`config.mk`:
```
export PLATFORM = sky130hd
export DESIGN_NAME = rv32_execute_stage_unit
export DESIGN_NICKNAME = d
export VERILOG_FILES = /design/src/hw/rtl/rv32ex_pkg.sv /design/src/hw/rtl/rv32ex_alu.sv /design/src/hw/rtl/rv32ex_next_pc.sv /design/src/hw/rtl/rv32_execute_stage_unit.sv
export SDC_FILE = /design/constraint.sdc
export NUM_CORES = 1
export LEC_CHECK = 0
export BUFFER_PORTS_ARGS = -buffer_cell sky130_fd_sc_hd__buf_2
export CORE_MARGIN = 1
export CORE_UTILIZATION = 35
export CTS_CLUSTER_SIZE = 20
export DETAILED_ROUTE_END_ITERATION = 12
export PLACE_DENSITY_LB_ADDON = 0.25
export SETUP_SLACK_MARGIN = 0.1
export SLEW_MARGIN = 10
export SYNTH_ARGS = -nofsm -noshare
export SYNTH_HDL_FRONTEND = slang
export SYNTH_SLANG_ARGS = --single-unit
```
`constraint.sdc`:
```
create_clock -name clk -period 5.6 [get_ports clk]
set_input_delay 1.4 -clock clk [delete_from_list [all_inputs] [get_ports clk]]
set_output_delay 1.4 -clock clk [all_outputs]
set_load 0.01 [all_outputs]
```
`src/hw/rtl/rv32ex_pkg.sv`:
```
// Shared types, operation codes and constants for the RV32 execute stage.
`timescale 1ns / 1ps
`default_nettype none

package rv32ex_pkg;

    localparam int unsigned XLEN = 32;
    localparam int unsigned REG_IDX_W = 5;
    localparam int unsigned SHAMT_W = 5;

    localparam logic [XLEN-1:0] PC_STEP = 32'd4;
    localparam logic [XLEN-1:0] PC_RESET_DEFAULT = 32'd0;

    // ALU operation codes.
    localparam logic [3:0] ALU_ADD  = 4'd0;
    localparam logic [3:0] ALU_SUB  = 4'd1;
    localparam logic [3:0] ALU_SLT  = 4'd2;
    localparam logic [3:0] ALU_LTU  = 4'd3;
    localparam logic [3:0] ALU_OR   = 4'd4;
    localparam logic [3:0] ALU_XOR  = 4'd5;
    localparam logic [3:0] ALU_AND  = 4'd6;
    localparam logic [3:0] ALU_SLL  = 4'd7;
    localparam logic [3:0] ALU_SRL  = 4'd8;
    localparam logic [3:0] ALU_SRA  = 4'd9;

    // Branch condition codes.
    localparam logic [2:0] BR_EQ  = 3'd0;
    localparam logic [2:0] BR_NE  = 3'd1;
    localparam logic [2:0] BR_LT  = 3'd2;
    localparam logic [2:0] BR_GE  = 3'd3;
    localparam logic [2:0] BR_LTU = 3'd4;
    localparam logic [2:0] BR_GEU = 3'd5;

    typedef struct packed {
        logic [XLEN-1:0]      rs1_val;
        logic [XLEN-1:0]      rs2_val;
        logic [XLEN-1:0]      imm;
        logic                 use_imm;
        logic [3:0]           alu_op;
        logic                 is_branch;
        logic [2:0]           branch_kind;
        logic                 jump_taken;
        logic                 target_from_rs1;
        logic [REG_IDX_W-1:0] dest_reg;
        logic [XLEN-1:0]      link_address;
    } exec_in_t;

    typedef struct packed {
        logic [XLEN-1:0]      alu_result;
        logic [XLEN-1:0]      store_data;
        logic [REG_IDX_W-1:0] dest_reg_out;
        logic [XLEN-1:0]      link_address_out;
        logic                 redirect;
        logic [XLEN-1:0]      next_pc;
    } exec_out_t;

    // Control flow outcome handed from the next-PC unit to the top level.
    typedef struct packed {
        logic            redirect;
        logic [XLEN-1:0] next_pc;
    } pc_update_t;

endpackage

`default_nettype wire

```
`src/hw/rtl/rv32ex_alu.sv`:
```
// Integer ALU of the execute stage: arithmetic, compares, logic and shifts.
`timescale 1ns / 1ps
`default_nettype none

module rv32ex_alu (
    input  wire logic [rv32ex_pkg::XLEN-1:0] op_a,
    input  wire logic [rv32ex_pkg::XLEN-1:0] op_b,
    input  wire logic [3:0]                  alu_op,
    output logic      [rv32ex_pkg::XLEN-1:0] result
);

    logic [rv32ex_pkg::SHAMT_W-1:0] shamt;

    assign shamt = op_b[rv32ex_pkg::SHAMT_W-1:0];

    always_comb
    begin
        case (alu_op)
            rv32ex_pkg::ALU_ADD:  result = op_a + op_b;
            rv32ex_pkg::ALU_SUB:  result = op_a - op_b;
            rv32ex_pkg::ALU_SLT:  result = {{(rv32ex_pkg::XLEN-1){1'b0}},
                                            ($signed(op_a) < $signed(op_b))};
            rv32ex_pkg::ALU_LTU:  result = {{(rv32ex_pkg::XLEN-1){1'b0}}, (op_a < op_b)};
            rv32ex_pkg::ALU_OR:   result = op_a | op_b;
            rv32ex_pkg::ALU_XOR:  result = op_a ^ op_b;
            rv32ex_pkg::ALU_AND:  result = op_a & op_b;
            rv32ex_pkg::ALU_SLL:  result = op_a << shamt;
            rv32ex_pkg::ALU_SRL:  result = op_a >> shamt;
            rv32ex_pkg::ALU_SRA:  result = $unsigned($signed(op_a) >>> shamt);
            default:              result = '0;
        endcase
    end

endmodule

`default_nettype wire

```
`src/hw/rtl/rv32ex_next_pc.sv`:
```
// Branch resolution and next program counter selection.
`timescale 1ns / 1ps
`default_nettype none

module rv32ex_next_pc (
    input  wire logic [rv32ex_pkg::XLEN-1:0] pc,
    input  wire logic [rv32ex_pkg::XLEN-1:0] op_a,
    input  wire logic [rv32ex_pkg::XLEN-1:0] op_b,
    input  wire logic [rv32ex_pkg::XLEN-1:0] imm,
    input  wire logic                        is_branch,
    input  wire logic [2:0]                  branch_kind,
    input  wire logic                        jump_taken,
    input  wire logic                        target_from_rs1,
    output rv32ex_pkg::pc_update_t           update
);

    logic                        cond_met;
    logic                        take;
    logic [rv32ex_pkg::XLEN-1:0] target_base;

    always_comb
    begin
        case (branch_kind)
            rv32ex_pkg::BR_EQ:  cond_met = (op_a == op_b);
            rv32ex_pkg::BR_NE:  cond_met = (op_a != op_b);
            rv32ex_pkg::BR_LT:  cond_met = ($signed(op_a) < $signed(op_b));
            rv32ex_pkg::BR_GE:  cond_met = !($signed(op_a) < $signed(op_b));
            rv32ex_pkg::BR_LTU: cond_met = (op_a < op_b);
            rv32ex_pkg::BR_GEU: cond_met = !(op_a < op_b);
            default:            cond_met = 1'b0;
        endcase
    end

    // A conditional branch ignores the jump flag; its condition decides.
    assign take = is_branch ? cond_met : jump_taken;
    assign target_base = target_from_rs1 ? op_a : pc;

    assign update.redirect = take;
    assign update.next_pc  = take ? (target_base + imm) : (pc + rv32ex_pkg::PC_STEP);

endmodule

`default_nettype wire

```
`src/hw/rtl/rv32_execute_stage_unit.sv`:
```
// Top level of the RV32 execute stage: input register, execute logic, result register.
// An input is held in the stage-one register and its result in the stage-two register;
// an output stall holds it in stage one. Throughput: one item per cycle while out_ready
// holds; the program counter feedback is a single add and select. A stalled result still
// lets one more input transfer into stage one before the input stops.
// Reset: asynchronous, active low; clears both stage valids and loads the program counter
// with PC_RESET_DEFAULT, the zero value that reset also writes to pc_reset_value_reg.
`timescale 1ns / 1ps
`default_nettype none

module rv32_execute_stage_unit (
    input  wire logic                        clk,
    input  wire logic                        rst_n,
    input  wire logic                        in_valid,
    output logic                             in_ready,
    input  wire rv32ex_pkg::exec_in_t        in_data,
    output logic                             out_valid,
    input  wire logic                        out_ready,
    output rv32ex_pkg::exec_out_t            out_data,
    input  wire logic                        cfg_valid,
    output logic                             cfg_ready,
    input  wire logic [rv32ex_pkg::XLEN-1:0] cfg_data
);

    // Stage one holds the decoded instruction, stage two holds the finished result.
    logic                        s1_valid_reg;
    logic                        s1_valid_next;
    rv32ex_pkg::exec_in_t        s1_data_reg;
    logic                        s2_valid_reg;
    logic                        s2_valid_next;
    rv32ex_pkg::exec_out_t       s2_data_reg;
    rv32ex_pkg::exec_out_t       s2_data_next;

    // Architectural program counter, advanced once per instruction leaving stage one.
    logic [rv32ex_pkg::XLEN-1:0] pc_reg;
    logic [rv32ex_pkg::XLEN-1:0] pc_next;

    // The configured reset value. Because reset also returns this register to its
    // default, the program counter always comes out of reset at that default.
    logic [rv32ex_pkg::XLEN-1:0] pc_reset_value_reg;
    logic [rv32ex_pkg::XLEN-1:0] pc_reset_value_next;

    logic                        in_xfer;
    logic                        advance;
    logic [rv32ex_pkg::XLEN-1:0] op_b;
    logic [rv32ex_pkg::XLEN-1:0] alu_result;
    rv32ex_pkg::pc_update_t      pc_update;

    // Stage one moves into stage two whenever stage two is empty or being drained.
    assign advance   = s1_valid_reg && (!s2_valid_reg || out_ready);
    assign in_ready  = !s1_valid_reg || advance;
    assign in_xfer   = in_valid && in_ready;
    assign out_valid = s2_valid_reg;
    assign out_data  = s2_data_reg;

    // The configuration register takes a transfer in every cycle.
    assign cfg_ready = 1'b1;
    assign pc_reset_value_next = (cfg_valid && cfg_ready) ? cfg_data : pc_reset_value_reg;

    assign op_b = s1_data_reg.use_imm ? s1_data_reg.imm : s1_data_reg.rs2_val;

    rv32ex_alu u_alu (
        .op_a   (s1_data_reg.rs1_val),
        .op_b   (op_b),
        .alu_op (s1_data_reg.alu_op),
        .result (alu_result)
    );

    rv32ex_next_pc u_next_pc (
        .pc              (pc_reg),
        .op_a            (s1_data_reg.rs1_val),
        .op_b            (op_b),
        .imm             (s1_data_reg.imm),
        .is_branch       (s1_data_reg.is_branch),
        .branch_kind     (s1_data_reg.branch_kind),
        .jump_taken      (s1_data_reg.jump_taken),
        .target_from_rs1 (s1_data_reg.target_from_rs1),
        .update          (pc_update)
    );

    always_comb
    begin
        s1_valid_next = s1_valid_reg;
        if (in_xfer)
        begin
            s1_valid_next = 1'b1;
        end
        else if (advance)
        begin
            s1_valid_next = 1'b0;
        end
    end

    always_comb
    begin
        s2_valid_next = s2_valid_reg;
        if (advance)
        begin
            s2_valid_next = 1'b1;
        end
        else if (out_ready)
        begin
            s2_valid_next = 1'b0;
        end
    end

    always_comb
    begin
        s2_data_next.alu_result       = alu_result;
        s2_data_next.store_data       = s1_data_reg.rs2_val;
        s2_data_next.dest_reg_out     = s1_data_reg.dest_reg;
        s2_data_next.link_address_out = s1_data_reg.link_address;
        s2_data_next.redirect         = pc_update.redirect;
        s2_data_next.next_pc          = pc_update.next_pc;
    end

    assign pc_next = advance ? pc_update.next_pc : pc_reg;

    // Control state and the program counter.
    always_ff @(posedge clk or negedge rst_n)
    begin
        if (!rst_n)
        begin
            s1_valid_reg       <= 1'b0;
            s2_valid_reg       <= 1'b0;
            pc_reg             <= rv32ex_pkg::PC_RESET_DEFAULT;
            pc_reset_value_reg <= rv32ex_pkg::PC_RESET_DEFAULT;
        end
        else
        begin
            s1_valid_reg       <= s1_valid_next;
            s2_valid_reg       <= s2_valid_next;
            pc_reg             <= pc_next;
            pc_reset_value_reg <= pc_reset_value_next;
        end
    end

    // Payload registers, loaded only on a transfer into each stage.
    always_ff @(posedge clk)
    begin
        if (in_xfer)
        begin
            s1_data_reg <= in_data;
        end
        if (advance)
        begin
            s2_data_reg <= s2_data_next;
        end
    end

`ifndef SYNTHESIS
    // The program counter only moves when an instruction completes execution.
    a_pc_holds: assert property (@(posedge clk) disable iff (!rst_n)
        !advance |=> $stable(pc_reg))
        else $error("program counter changed without an instruction advancing");

    // The reported next_pc always matches the architectural program counter.
    a_next_pc_match: assert property (@(posedge clk) disable iff (!rst_n)
        advance |=> (s2_data_reg.next_pc == pc_reg))
        else $error("result next_pc differs from program counter");

    // Without a redirect the program counter steps by one instruction.
    a_sequential_step: assert property (@(posedge clk) disable iff (!rst_n)
        (advance && !pc_update.redirect) |=>
            (pc_reg == ($past(pc_reg) + rv32ex_pkg::PC_STEP)))
        else $error("program counter did not advance by four");

    // A finished result is never overwritten while it waits.
    a_result_kept: assert property (@(posedge clk) disable iff (!rst_n)
        (s2_valid_reg && !out_ready) |-> !advance)
        else $error("stalled result overwritten");
`endif

endmodule

`default_nettype wire

```
==> summary.txt <==
Global routing
  – Gr usage total: 23.9%
  – Gr ovfl total: 0
  – First-pass GRT wire length: 114 mm
  – Largest net degree at the start of global routing: 81
  – Initial antenna violation count: 6
  – Vias in the first global route: 18400

Clock tree
  – Total CTS buffers: 36
  – CTS sink count: 312
  – CTS H-tree lvls: 2
  – Reg clk slew, reported paths: 0.06 ns
  – Post-CTS setup buffers: 0
  – Cts repair resizes: 0
  – CTS Hold Bufs: 0
  – Clk_lat worst skew: 0.56 ns
  – CTS tree: yes
  – Clk buf depth: 3
  – Clock root buffer: clkbuf_16

Logic synthesis
  – Post-Syn Area: 0.0215 sq mm
  – Seq cells post-synth: 312
  – Count leader, synth: edfxtp_1
  – Synth cell count leaders: edfxtp_1 (278), nor2_1 (219), nand2_1 (204)
  – Synth warnings: 0
  – Seq/Total Area, Yosys: 42.8%
  – Post-Syn Area per Cell: 9.43 sq um
  – Synth top area cells: edfxtp_1 (39%), ha_1 (7.6%), mux2i_1 (5.8%), o21ai_0 (4.6%), a21oi_1 (4.3%)
  – Unique cell type count in the Yosys netlist: 84
  – Yosys top cell by area: edfxtp_1
  – EDFF count, synth: 278
  – Syn nets: 2596
  – Synthesized instance count: 2281
  – Async set-or-reset flop fraction in the synthesized netlist: 10.9%
  – Post-synth top flop: edfxtp_1
  – Post-synth top area share: 38.8%

Setup path
  – Worst Path Max Fanout: 31
  – Arrival time of the worst setup path: 5.25 ns
  – Critical Path Start Type: register
  – Crit-path slowest cell: mux2i_1
  – Worst-path cell chain: buf_12, mux2i_1, ha_1, or3_4, nor3_2, a21bo_1, a21oi_1, or4_4, mux2_1, a41o_1, o31ai_4, buf_12, buf_4, mux2i_1, a22oi_1
  – Slowest stage delay, CP: 0.49 ns
  – Setup CP Type: register to register
  – Worst r2r src: s1_data_reg[47]$_DFFE_PP_
  – RR Endpoint: pc_reg[26]$_DFFE_PN0P_
  – Reg2reg path depth: 15
  – Reg-to-reg slack, setup: 0.74 ns
  – Crit end category: register
  – CP required: 5.99 ns

Hold path
  – Hold Path Cell Cnt: 0
  – Hold Startpoint: s1_data_reg[31]$_DFFE_PP_
  – Hold Path Class: register to register
  – Hold path endpoint: out_data[64]$_DFFE_PP_

Final layout
  – Largest register FFs: 144
  – Fill cells: 6043
  – Layout cells sized above 1: 17.7%
  – Final Core Density: 41.5%
  – Area Growth Syn to Fin: 17.0%
  – Nets@finish: 2840
  – Cell area after layout: 0.0252 sq mm
  – Non-Filler Instances: 3336

Placed design
  – Gp weighted congestion: 0.981
  – Cell Area, Placed: 0.0239 sq mm
  – DPL Wire Length: 58.8 mm
  – Buffers added on ports: 283
  – DP Cell Count: 3269
  – Pre-CTS setup slack: 0.832 ns

Timing
  – Setup tns final: 0 ns
  – Final hold violations: 0
  – Final WS setup: 0.738 ns
  – Final Critical Period: 4.86 ns
  – Fmax: 206 MHz
  – Clock Skews: 0.0171 ns
  – Worst Tran Pin Value: 0.934 ns
  – Setup violators final: 0
  – Tcrit/Tclk final: 86.8%
  – RSZ-0062 raised after global routing: no
  – Count of pins over their slew limit: 0
  – Slew HR: 37.5%

Floorplan
  – Die Span Y: 250 um
  – Area of the die: 0.0624 sq mm
  – Row count: 90
  – I/O pins: 318
  – Width of the die: 250 um
  – Starting Density: 35.5%
  – Core area: 0.0606 sq mm

Flow run
  – Max-cap violations: 0

Power and ir drop
  – Power Dens Cells: 345 mW/mm^2
  – Leakage dissipation: 0.0104 uW
  – VDD IR max: 0.238 mV

Route
  – Number of routed nets with antenna violations: 0
  – Routed vias: 19100
  – Total wire length: 76.8 mm
  – Vias per inst: 5.74
  – DRT Pass-1 Iters: 6
  – # DRC: 0
  – Routed wire per std cell: 23.0 um
  – Starting DRT DRC Count: 1926

Run status
  – Outcome: finished, final reports clean
## worst max-delay path, delay by kind of cell, from the launching register on
kind	cells	cell delay, ns
mux	3	1.06
simple gates	3	1.01
compound gates	5	1.01
buf+inv	3	0.73
fa+ha+maj	1	0.45
flops	1	0.38
## power breakdown
part | leakage (uW) | switching [uW] | total [uW] | internal, uW
clock network | 0.000580 | 1000 | 2430 | 1430
logic | 0.00674 | 1870 | 3010 | 1150
registers | 0.00306 | 298 | 3230 | 2940
total | 0.0104 | 3170 | 8680 | 5510
## final cells by class
cell class,instances,area [sq um],share of cell area [%]
inverter,127,484,1.92
tap,782,978,3.89
clock inverter,21,259,1.03
sequential,312,9200,36.6
clock buffer,44,962,3.82
antenna,2,5.00,0.0199
timing repair buffer,343,1930,7.67
multi-input combinational,1705,11300,45.1
## worst max path at each step
| stage | to | startpoint | cells after the start | slack, ns |
|---|---|---|---|---|
| after detailed placement | pc_reg[29]$_DFFE_PN0P_ | s1_data_reg[47]$_DFFE_PP_ | 15 | 0.83 |
| after CTS | pc_reg[29]$_DFFE_PN0P_ | s1_data_reg[47]$_DFFE_PP_ | 15 | 0.81 |
| after global routing | pc_reg[26]$_DFFE_PN0P_ | s1_data_reg[47]$_DFFE_PP_ | 16 | 0.50 |
| after floorplan | s1_data_reg[0]$_DFFE_PP_ | out_ready | 2 | 0.16 |
| after global placement | pc_reg[26]$_DFFE_PN0P_ | s1_data_reg[47]$_DFFE_PP_ | 15 | 0.90 |
| final | pc_reg[26]$_DFFE_PN0P_ | s1_data_reg[47]$_DFFE_PP_ | 15 | 0.74 |
## through the flow
stage / hold WS, ns / power, uW
after floorplan: 0.400 / 5230
after global placement: 0.400 / 6190
after detailed placement: 0.405 / 6230
after CTS: 0.408 / 8700
after global routing: 0.418 / 9140
final: 0.413 / 8680
## cell families after synthesis
family,after synthesis,share of synthesized area [%]
simple gates,647,13.5
compound gates,694,20.4
fa+ha+maj,134,7.90
xor+xnor,80,3.26
mux,149,7.25
buf+inv,264,4.86
other cells,1,0.0174
flops,312,42.8
## cells in the final DEF, fill, tap and decap left out, types with 7 or more instances in the layout
master     count
nand2_1      204
xor2_1        25
clkbuf_16     37
a22oi_1       28
and2_1        10
nor4_1         7
edfxtp_1     278
o311ai_0      10
a211o_1       11
nor3_1        50
and3_1        18
inv_1        119
mux2_2        19
a221oi_1      17
dfrtp_1       34
a211oi_1      30
nand2b_1      23
o21ai_0      198
o211ai_1      36
o2111ai_1      8
nor2_1       219
or3_1         10
a21oi_1      185
o22ai_1       12
mux2i_1      120
o21bai_1      14
o31ai_1       10
a21o_1        25
o221ai_1      11
a2bb2oi_1      7
nor2b_1       19
nand3_1       46
buf_4         55
ha_1         131
nand4_1       18
buf_2        283
o21a_1        16
xnor2_1       55
a31oi_1       12
## layer usage
metal  track usage [%]  routed length [um]  up-vias
met3              4.22                5840      140
li1                  -                   -     8889
met1              33.3               34400     9271
met5                 0                  25        -
met4              8.20                2490        4
met2              37.3               34100      831
(Power assumes the default switching activity.)
